--- config.mk ---
export PLATFORM = sky130hd
export DESIGN_NAME = kect_ram
export DESIGN_NICKNAME = d
export VERILOG_FILES = /design/src/hw/rtl/kect_ram.sv
export SDC_FILE = /design/constraint.sdc
export NUM_CORES = 1
export LEC_CHECK = 0
export ABC_AREA = 1
export ABC_CLOCK_PERIOD_IN_PS = 2800
export BUFFER_PORTS_ARGS = -buffer_cell sky130_fd_sc_hd__buf_2
export CORE_ASPECT_RATIO = 0.8
export CORE_MARGIN = 2
export CORE_UTILIZATION = 30
export CTS_CLUSTER_SIZE = 12
export DETAILED_ROUTE_END_ITERATION = 8
export PLACE_DENSITY = 0.53
export REMOVE_ABC_BUFFERS = 1
export SLEW_MARGIN = 0
export SYNTH_ARGS = -nofsm -noshare
export SYNTH_HDL_FRONTEND = slang
export SYNTH_SLANG_ARGS = --single-unit
--- constraint.sdc ---
create_clock -name clk -period 2.8 [get_ports clk]
set_input_delay 0.28 -clock clk [delete_from_list [all_inputs] [get_ports clk]]
set_output_delay 0.28 -clock clk [all_outputs]
set_load 0.1 [all_outputs]
--- src/hw/rtl/kect_ram.sv ---
// Generic single-write, single-read RAM with registered read data.
module kect_ram #(
  parameter int WIDTH = 8,
  parameter int DEPTH = 16
) (
  input  logic                                   clk,
  input  logic                                   wr_en,
  input  logic [((DEPTH > 1) ? $clog2(DEPTH) : 1)-1:0] wr_addr,
  input  logic [WIDTH-1:0]                       wr_data,
  input  logic                                   rd_en,
  input  logic [((DEPTH > 1) ? $clog2(DEPTH) : 1)-1:0] rd_addr,
  output logic [WIDTH-1:0]                       rd_data
);

  logic [WIDTH-1:0] mem [DEPTH];
  logic [WIDTH-1:0] rd_data_r;

  // write port
  always_ff @(posedge clk) begin
    if (wr_en) begin
      mem[wr_addr] <= wr_data;
    end
  end

  // registered read, holds between reads
  always_ff @(posedge clk) begin
    if (rd_en) begin
      rd_data_r <= mem[rd_addr];
    end
  end

  assign rd_data = rd_data_r;

endmodule

=== After elaboration in Yosys (flattened, before gate mapping) ===
Memories as Yosys holds them, arrays and structs flattened. A register that Yosys moved wholly into a read port is not among the register bits.
Index checks and enable logic that the tools add are counted.
W data, S select, Z words.

* Flip-flop bits (word level): 0
* Bits in writable memories: 128
* Input port bits: 19
* Logic and storage cells: 3
* Memories: 1

{| class="wikitable"
|+ Memories
! memory !! depth !! width !! rd ports !! clocked after memory_dff !! write ports !! RTL line !! source
|-
| mem || 16 || 8 || 1 || 1 || 1 || 15 || <nowiki>logic [WIDTH-1:0] mem [DEPTH];</nowiki>
|}

* Muxes and demuxes: 2

{| class="wikitable"
|+ Operators with widths
! kind !! number
|-
| $mux W1 || 2
|}

=== Logic depth before layout (Yosys ltp) ===
Gate-level depths: netlist of the first run.

* Depth after elaboration: 2
* Gate-level depth with buffers: 8
* Mapped depth without buffers: 7

=== Least setup slack after synthesis of the first run ===
Ideal clock, no wire load.

* Path type: input-to-reg
* Start: input port wr_addr[2] in the netlist's numbering
* End: memory mem[10][0] (enable)
* Setup time: 0.370 ns
* Arrival: 0.861 ns
* Required time: 2.430 ns
* Slack: 1.569 ns
* Stages: 2
* Path buffers: 0
* Cell sequence: nand3b_1 > nor2_1

{| class="wikitable"
|+ RTL lines
! element !! RTL line !! source
|-
| from (decl) || 8 || <nowiki>input logic [((DEPTH > 1) ? $clog2(DEPTH) : 1)-1:0] wr_addr,</nowiki>
|-
| to (decl) || 15 ||
|}

Straight into the memory's write port.

==> results of run 1 <==
-- power by group --
part | leakage, uW | switching [uW] | internal, uW
Combinational | 0.00131 | 264 | 70.8
Sequential | 0.00124 | 15.0 | 2300
Clock | 0.000274 | 792 | 1380
Total | 0.00282 | 1070 | 3750
-- flip-flops by register name, summed over array words and instances, names as in the netlist --
name,cells
mem,128
rd_data,8
-- final timing paths --
kind / from / endpoint / slack (ps) / depth (start not counted)
worst max-delay path: rd_addr[1] / rd_data[0] / 1020 / 6
worst min-delay path: rd_en / rd_data[6] / 260 / 1
worst max register to register: mem[7][0] / rd_data[0] / 1620 / 6
worst min register to register: mem[10][6] / rd_data[6] / 730 / 6
-- worst reg2reg max path, cell delays in order (launching register included) --
cell and delay [ps]:
edfxtp_1 370, inv_1 60, nand2_1 50, nand3_1 100
nand3_1 140, nand3_1 160, nand2_1 60
-- layout by cell type (no fill, tap or decap) --
| cell | instances |
|---|---|
| buf_2 | 26 |
| buf_4 | 4 |
| bufinv_16 | 3 |
| clkbuf_1 | 4 |
| clkbuf_16 | 17 |
| clkinv_1 | 1 |
| clkinv_2 | 4 |
| clkinvlp_4 | 2 |
| edfxtp_1 | 136 |
| inv_1 | 100 |
| inv_2 | 2 |
| nand2_1 | 173 |
| nand3_1 | 97 |
| nand3b_1 | 2 |
| nor2_1 | 17 |
-- through the flow --
| stage | setup slack, ps | instance area (um^2) | hold slack, ps | util (%) |
|---|---|---|---|---|
| floorplan | 1400 | 5680 | 379 | - |
| global placement | 662 | 6160 | 685 | 32.4 |
| detailed placement | 642 | 6160 | 683 | 32.4 |
| CTS | 1070 | 6730 | 250 | 35.4 |
| global route | 886 | 6730 | 245 | 35.4 |
| finish | 1020 | 6730 | 255 | 35.4 |
-- logic make-up after synthesis --
family | Yosys count | share of synthesized area [%]
buffers and inverters | 126 | 9.39
and+or+nand+nor | 289 | 20.8
DFF | 136 | 69.8
-- area by class of cell --
type	count	area [um^2]	area share (%)
Tap cell	258	323	4.79
Clock buffer	21	440	6.54
Timing Repair Buffer	30	160	2.38
Multi-Input combinational cell	289	1210	18.0
Clock inverter	10	129	1.91
Sequential cell	136	4080	60.7
Inverter	102	383	5.69
-- Yosys cell counts --
cell type	number
nand3b_1	2
nand2_1	173
inv_1	100
inv_2	2
buf_1	1
buf_6	6
nand3_1	97
buf_4	4
buf_2	13
edfxtp_1	136
nor2_1	17
-- metal layers --
| layer | GRT usage (%) | share of wire, % | up-vias |
|---|---|---|---|
| li1 | - | - | 1830 |
| met1 | 20.0 | 47 | 1787 |
| met2 | 21.5 | 45 | 124 |
| met3 | 3.74 | 5.9 | 15 |
| met4 | 5.56 | 1.8 | 0 |
| met5 | 0 | 0 | - |
==> reports/metrics.cfg, run 1 <==
[outcome]
status=finished clean

[clock_tree]
cts-root-buf=clkbuf_16
clkLatencyLatePin_ps=410
cts_resized=0
cts_setup_buffers=0
cts_inserted_buffers=17
cts_hold_buffers=0
clk_pin_slew_worst_paths_ps=60
cts_tree=built
h-tree-depth=4
clkSinkCount=136
clk_path_buf_depth=2

[die]
initial_core_util_pct=30.7
die_area_mm2=0.0206
fp.dieW_um=160
core-area_mm2=0.0190
die_y_um=129
io_pins=27
num_rows=45

[critical_path]
critPathRequiredTime_ps=2970
path_cells=buf_2 > inv_2 > nand3_1 > nand3_1 > nand3_1 > nand2_1
end_kind=register
worst-setup-path-type=in -> reg
critPathSlowestCell=buf_2
crit_arrival_ps=1940
critPathLaunchType=input port
crit_path_frequent_cell=nand3_1
critPathBufInv=2
path_max_fanout=33
crit_family=buffers and inverters
critPathMaxStageDelay_ps=580

[power_and_ir_drop]
leakagePower_uw=0.00282
power.total_uw=4820
ir_worst_vdd_mv=0.473
cellPowerDensity_mw_per_mm2=716

[route]
detail-route-antenna-nets=0
wl_per_cell_um=16.6
drt_iter0_drc=305
vias=3756
via_per_inst=4.44
drc=0
totalWireLength_um=14000
first_pass_iters=5

[sta]
period_share_pct=63.4
finClkSkew_ps=5.94
relSlewSlack_pct=29.1
fmax_mhz=563
min_period_ps=1780
setup-tns-final_ps=0
finalHoldViolCount=0
setup_viol=0
grt_setup_unrepaired=false
tightest_slew_ps=1060
drv_slew=0

[cells_and_area]
fin_nets=595
area_growth_pct=15.2
fill_cells=1912
antenna_cells=0
fin_cells=846
drive_gt1_share_pct=9.86

[placed_design]
portBuffers=26
place_hpwl_um=8640
gp_congestion=0.778
dp_cells=815

[global_routing]
grt_pass1_vias=3629
antenna_found_initial=0
grt_max_degree=53
grt_pass1_wl_um=21400
grt_usage_pct=14.3
overflow=0

[job]
drv_cap=0

[yosys]
synth_area_leaders=edfxtp_1, nand2_1, nand3_1, inv_1, buf_6
ys_seq_area_share_pct=69.8
synth_cell_type_count=11
synth_top_cell_by_area=edfxtp_1
synth-seq-cells=136
postSynthCellCount=551
yosysWarnings=0
avgSynthCellArea_um2=10.6
synth.top_cell.area_share_pct=69.8
netlist_area_mm2=0.00585

[min_path]
hold_class=in -> reg

Power figures use the tool's default switching activity.
==> run 2: changes to the inputs <==
--- a/config.mk
+++ b/config.mk
@@ -6,7 +6,7 @@
 export NUM_CORES = 1
 export LEC_CHECK = 0
 export ABC_AREA = 1
-export ABC_CLOCK_PERIOD_IN_PS = 2800
+export ABC_CLOCK_PERIOD_IN_PS = 1800
 export BUFFER_PORTS_ARGS = -buffer_cell sky130_fd_sc_hd__buf_2
 export CORE_ASPECT_RATIO = 0.8
 export CORE_MARGIN = 2
==> constraint.sdc (replaced) <==
create_clock -name clk -period 1.8 [get_ports clk]
set_input_delay 0.18 -clock clk [delete_from_list [all_inputs] [get_ports clk]]
set_output_delay 0.18 -clock clk [all_outputs]
set_load 0.1 [all_outputs]
==> reports/metrics.cfg, run 2 (same netlist as run 1, synthesis figures left out) <==
[sta]
setup-tns-final_ps=0  ; unchanged
fmax_mhz=699
tightest_slew_ps=648  ; was 1060 ps
drv_slew=0  ; unchanged
period_share_pct=79.5
finalHoldViolCount=0  ; unchanged
relSlewSlack_pct=56.7  ; was 29.1%
grt_setup_unrepaired=false  ; unchanged
min_period_ps=1430
setup_viol=0  ; unchanged
finClkSkew_ps=8.05  ; was 5.94 ps
worst_slack_ps=370  ; was 1020 ps

[clock_tree]
cts_resized=0  ; unchanged
clk_path_buf_depth=2  ; unchanged
clk_pin_slew_worst_paths_ps=60  ; about the same
cts_hold_buffers=0  ; unchanged
cts_setup_buffers=0  ; unchanged
cts_tree=built  ; unchanged
cts-root-buf=clkbuf_16  ; unchanged
h-tree-depth=4  ; unchanged
clkSinkCount=136  ; unchanged
cts_inserted_buffers=17  ; unchanged
clkLatencyLatePin_ps=420  ; was 410 ps

[global_routing]
met1_usage_pct=20.1  ; was 20.0%
antenna_found_initial=0  ; unchanged
grt_usage_pct=14.6  ; was 14.3%
overflow=0  ; unchanged
grt_util_met3_pct=4.26  ; was 3.74%
grt_max_degree=65  ; was 53
met2_usage_pct=22.2  ; was 21.5%
grt_pass1_wl_um=21900  ; was 21,400 um
grt_pass1_vias=3685  ; was 3,629
busiest_layer=met2  ; unchanged

[critical_path]
path_cells=buf_2  ; was buf_2 > inv_2 > nand3_1 > nand3_1 > nand3_1 > nand2_1
crit_arrival_ps=1250  ; was 1940 ps
critPathRequiredTime_ps=1620  ; was 2970 ps
crit_family=buffers and inverters  ; unchanged
critPathSlowestCell=buf_2  ; unchanged
r2r_cells=6  ; unchanged
critPathMaxStageDelay_ps=450  ; was 580 ps
critPathBufInv=1  ; was 2
worst-setup-path-type=reg -> out  ; was in -> reg
cp.depth=1  ; was 6
critPathLaunchType=register  ; was input port
path_max_fanout=1  ; was 33
end_kind=output pin  ; was register

[placed_design]
portBuffers=26  ; unchanged
dpl_worst_slack_ps=336  ; was 642 ps
place_hpwl_um=8850  ; was 8640 um
gp_congestion=0.839  ; was 0.778

[die]
num_rows=45  ; unchanged
core-area_mm2=0.0190  ; unchanged
die_y_um=129  ; unchanged
initial_core_util_pct=30.7  ; unchanged
die_area_mm2=0.0206  ; unchanged
fp.dieW_um=160  ; unchanged
io_pins=27  ; unchanged

[cells_and_area]
final_cell_mix=nand2_1, edfxtp_1, inv_1  ; unchanged
fill_cells=1900  ; was 1,912
drive_gt1_share_pct=12.1  ; was 9.86%
fin_nets=612  ; was 595
top_register=mem  ; unchanged
layout_commonest_cell=nand2_1  ; unchanged
largest_reg_flops=128  ; unchanged
area_growth_pct=18.1  ; was 15.2%
antenna_cells=0  ; unchanged

[route]
wl_per_cell_um=16.5  ; was 16.6 um
first_pass_iters=5  ; unchanged
vias=3893  ; was 3,756
drc=0  ; unchanged
detail-route-antenna-nets=0  ; unchanged
totalWireLength_um=14200  ; was 14,000 um
via_per_inst=4.51  ; was 4.44
drt_iter0_drc=309  ; was 305

[job]
drv_cap=0  ; unchanged

[power_and_ir_drop]
cellPowerDensity_mw_per_mm2=1110  ; was 716 mW/mm^2
ir_worst_vdd_mv=0.447  ; was 0.473 mV
leakagePower_uw=0.00293  ; was 0.00282 uW

[min_path]
hold_depth=1  ; unchanged
hold_class=in -> reg  ; unchanged

[outcome]
status=finished clean  ; unchanged

==> run 2: cell types whose count changed in the layout (fill, tap and decap cells not counted) <==
cell       before  now
buf_12          0    2
buf_4           4   19
clkinv_1        1    4
bufinv_16       3    4
clkbuf_1        4    3
clkinv_2        4    1
==> run 2: layer usage <==
| metal | share of wire (%) | vias to the layer above |
|---|---|---|
| met5 | 0 | - |
| met4 | 1.5 | 0 |
| met3 | 6.2 | 13 |
| met2 | 44 | 116 |
| met1 | 48 | 1899 |
| li1 | - | 1865 |
==> run 2: path summary, 6_finish.rpt <==
check | startpoint | endpoint | slack (ps)
min reg2reg | mem[2][3] | rd_data[3] | 740
max | rd_data[6] | rd_data[6] | 370
min | rd_en | rd_data[5] | 150
max reg2reg | mem[9][1] | rd_data[1] | 650
==> run 2: where the power goes <==
group          internal, uW  total (uW)  leakage [uW]  switching [uW]
registers              3570        3590       0.00124            22.9
logic                   126         542       0.00141             416
clock network          2280        3530      0.000280            1240
==> run 2: cell type report <==
class	instances	area (um^2)	area share [%]
Clock buffer	20	437	6.32
Clock inverter	11	155	2.25
Inverter	102	383	5.54
Multi-Input combinational cell	289	1210	17.6
Sequential cell	136	4080	59.1
Tap cell	258	323	4.67
Timing Repair Buffer	47	313	4.53
==> run 2: metrics by stage <==
stage	hold WS [ps]	total power (uW)	std cells	cell area (um^2)	utilization (%)
finish	148	7660	863	6910	36.3
global placement	568	4200	832	6320	33.2
global route	128	7890	863	6910	36.3
detailed placement	573	4210	832	6320	33.2
CTS	130	7720	863	6910	36.3
floorplan	279	3950	527	5680	-
==> run 3: changes to the inputs <==
--- a/config.mk
+++ b/config.mk
@@ -6,7 +6,7 @@
 export NUM_CORES = 1
 export LEC_CHECK = 0
 export ABC_AREA = 1
-export ABC_CLOCK_PERIOD_IN_PS = 1800
+export ABC_CLOCK_PERIOD_IN_PS = 1400
 export BUFFER_PORTS_ARGS = -buffer_cell sky130_fd_sc_hd__buf_2
 export CORE_ASPECT_RATIO = 0.8
 export CORE_MARGIN = 2
==> constraint.sdc (replaced) <==
create_clock -name clk -period 1.4 [get_ports clk]
set_input_delay 0.14 -clock clk [delete_from_list [all_inputs] [get_ports clk]]
set_output_delay 0.14 -clock clk [all_outputs]
set_load 0.1 [all_outputs]
==> reports/metrics.cfg, run 3 (same netlist as run 1, synthesis figures left out) <==
[critical_path]
crit_family=buffers and inverters  ; unchanged
critPathBufInv=1  ; unchanged
r2r-end=rd_data[3]  ; was rd_data[1]
end_kind=output pin  ; unchanged
reg2reg_slack_ps=240  ; was 650 ps
path_max_fanout=1  ; unchanged
path_cells=buf_2  ; unchanged
crit_arrival_ps=1230  ; was 1250 ps
worst-setup-path-type=reg -> out  ; unchanged
critPathSlowestCell=buf_2  ; unchanged
critPathMaxStageDelay_ps=440  ; was 450 ps
critPathRequiredTime_ps=1260  ; was 1620 ps
critPathLaunchType=register  ; unchanged
worstReg2RegStart=mem[6][3]  ; was mem[9][1]
r2r_cells=6  ; unchanged

[route]
totalWireLength_um=14400  ; was 14,200 um
drt_iter0_drc=317  ; was 309
vias=3912  ; was 3,893
via_per_inst=4.50  ; was 4.51
wl_per_cell_um=16.5  ; about the same
first_pass_iters=5  ; unchanged
drc=0  ; unchanged
detail-route-antenna-nets=0  ; unchanged

[power_and_ir_drop]
p_int_uw=8080  ; was 5980 uW
ir_worst_vdd_mv=0.963  ; was 0.447 mV
swShare_pct=21.6  ; was 21.9%
cellPowerDensity_mw_per_mm2=1470  ; was 1110 mW/mm^2
leakagePower_uw=0.00299  ; was 0.00293 uW
power.total_uw=10300  ; was 7660 uW
p_comb_share_pct=6.9  ; was 7.1%
p_seq_share_pct=44.8  ; was 46.9%
clockPowerShare_pct=48.2  ; was 46.0%
p_sw_uw=2220  ; was 1680 uW

[placed_design]
portBuffers=26  ; unchanged
dp_cells=837  ; was 832
gp_congestion=0.775  ; was 0.839
place_hpwl_um=9140  ; was 8850 um

[job]
drv_cap=0  ; unchanged

[cells_and_area]
fin_nets=617  ; was 612
top_register=mem  ; unchanged
final_cell_mix=nand2_1, edfxtp_1, inv_1  ; unchanged
final_core_util_pct=36.9  ; was 36.3%
area_growth_pct=20.0  ; was 18.1%
layout_commonest_cell=nand2_1  ; unchanged
fill_cells=1867  ; was 1,900
fin_cells=869  ; was 863
antenna_cells=0  ; unchanged
largest_reg_flops=128  ; unchanged
drive_gt1_share_pct=13.4  ; was 12.1%

[global_routing]
grt_pass1_vias=3983  ; was 3,685
grt_max_degree=49  ; was 65
antenna_found_initial=0  ; unchanged
grt_pass1_wl_um=22600  ; was 21,900 um
grt_usage_pct=15.0  ; was 14.6%
overflow=0  ; unchanged

[die]
initial_core_util_pct=30.7  ; unchanged
io_pins=27  ; unchanged
fp.dieW_um=160  ; unchanged
core-area_mm2=0.0190  ; unchanged
die_y_um=129  ; unchanged
num_rows=45  ; unchanged
die_area_mm2=0.0206  ; unchanged

[sta]
setup-tns-final_ps=0  ; unchanged
finalHoldViolCount=0  ; unchanged
min_period_ps=1370
drv_slew=0  ; unchanged
fmax_mhz=729
tightest_slew_ps=657  ; was 648 ps
hold_ws_ps=121  ; was 148 ps
grt_setup_unrepaired=false  ; unchanged
setup_viol=0  ; unchanged
relSlewSlack_pct=56.2  ; was 56.7%
period_share_pct=98.0
finClkSkew_ps=8.99  ; was 8.05 ps

[outcome]
status=finished clean  ; unchanged

[clock_tree]
clk_pin_slew_worst_paths_ps=60  ; about the same
cts-root-buf=clkbuf_16  ; unchanged
cts_hold_buffers=0  ; unchanged
clkLatencyLatePin_ps=420  ; about the same
clk_path_buf_depth=2  ; unchanged
cts_tree=built  ; unchanged
clkSinkCount=136  ; unchanged
cts_inserted_buffers=17  ; unchanged
h-tree-depth=4  ; unchanged

[min_path]
hold_depth=1  ; unchanged
whs_endpoint=rd_data[6]  ; was rd_data[5]
hold_class=in -> reg  ; unchanged
min_from=rd_en  ; unchanged

[run 3: changes by cell type in the layout (fill, tap and decap cells not counted), sizes merged]
cell,delta
buf,+5
bufinv,+2
clkbuf,-2
clkinv,+1
[run 3: worst max-delay path by stage]
stage                     from    endpoint  slack [ps]  cells past startpoint
floorplan           rd_addr[0]  rd_data[2]         140                      6
global placement    rd_addr[1]  rd_data[3]         -60                      6
detailed placement  rd_addr[1]  rd_data[3]         -70                      6
CTS                 rd_data[6]  rd_data[6]          10                      1
global route        rd_data[5]  rd_data[5]           9                      1
finish              rd_data[5]  rd_data[5]          30                      1
[run 3: area by class of cell]
type	count	area, um^2	share of cell area [%]
Clock inverter	14	229	3.26
Inverter	102	383	5.46
Sequential cell	136	4080	58.2
Multi-Input combinational cell	289	1210	17.3
Clock buffer	18	429	6.12
Timing Repair Buffer	52	355	5.06
Tap cell	258	323	4.60
[run 3: worst reg2reg max path, cell delays in order (launching register included)]
cell and delay, ps:
edfxtp_1 370, inv_1 60, nand2_1 50, nand3_1 70, nand3_1 150, nand3_1 140
nand2_1 70
[run 3: metal layers]
| metal | track usage, % | up-vias | routed length (um) |
|---|---|---|---|
| met2 | 23.4 | 116 | 6600 |
| met3 | 4.64 | 19 | 942 |
| met4 | 5.14 | 0 | 186 |
| li1 | - | 1876 | - |
| met5 | 0 | - | 0 |
| met1 | 19.9 | 1901 | 6630 |
[run 3: timing repair]
item                                    4_1_cts  5_1_grt
buffers inserted                              0        0
endpoints found under the setup margin        2        0
resized for setup                             2        0
[run 3: stage by stage]
| stage | cell area, um^2 | worst slack (ps) |
|---|---|---|
| floorplan | 5680 | 139 |
| global placement | 6350 | -57.5 |
| detailed placement | 6350 | -66.1 |
| CTS | 7020 | 13.4 |
| global route | 7020 | 9.33 |
| finish | 7020 | 28.4 |
[run 3: power by group through the flow]
stage / logic (uW) / clock network [uW] / registers (uW)
final: 715 / 4970 / 4620
after global routing: 785 / 5160 / 4630
after CTS: 724 / 5020 / 4620
after detailed placement: 715 / 0 / 4700
after global placement: 707 / 0 / 4700
after floorplan: 246 / 0 / 4840
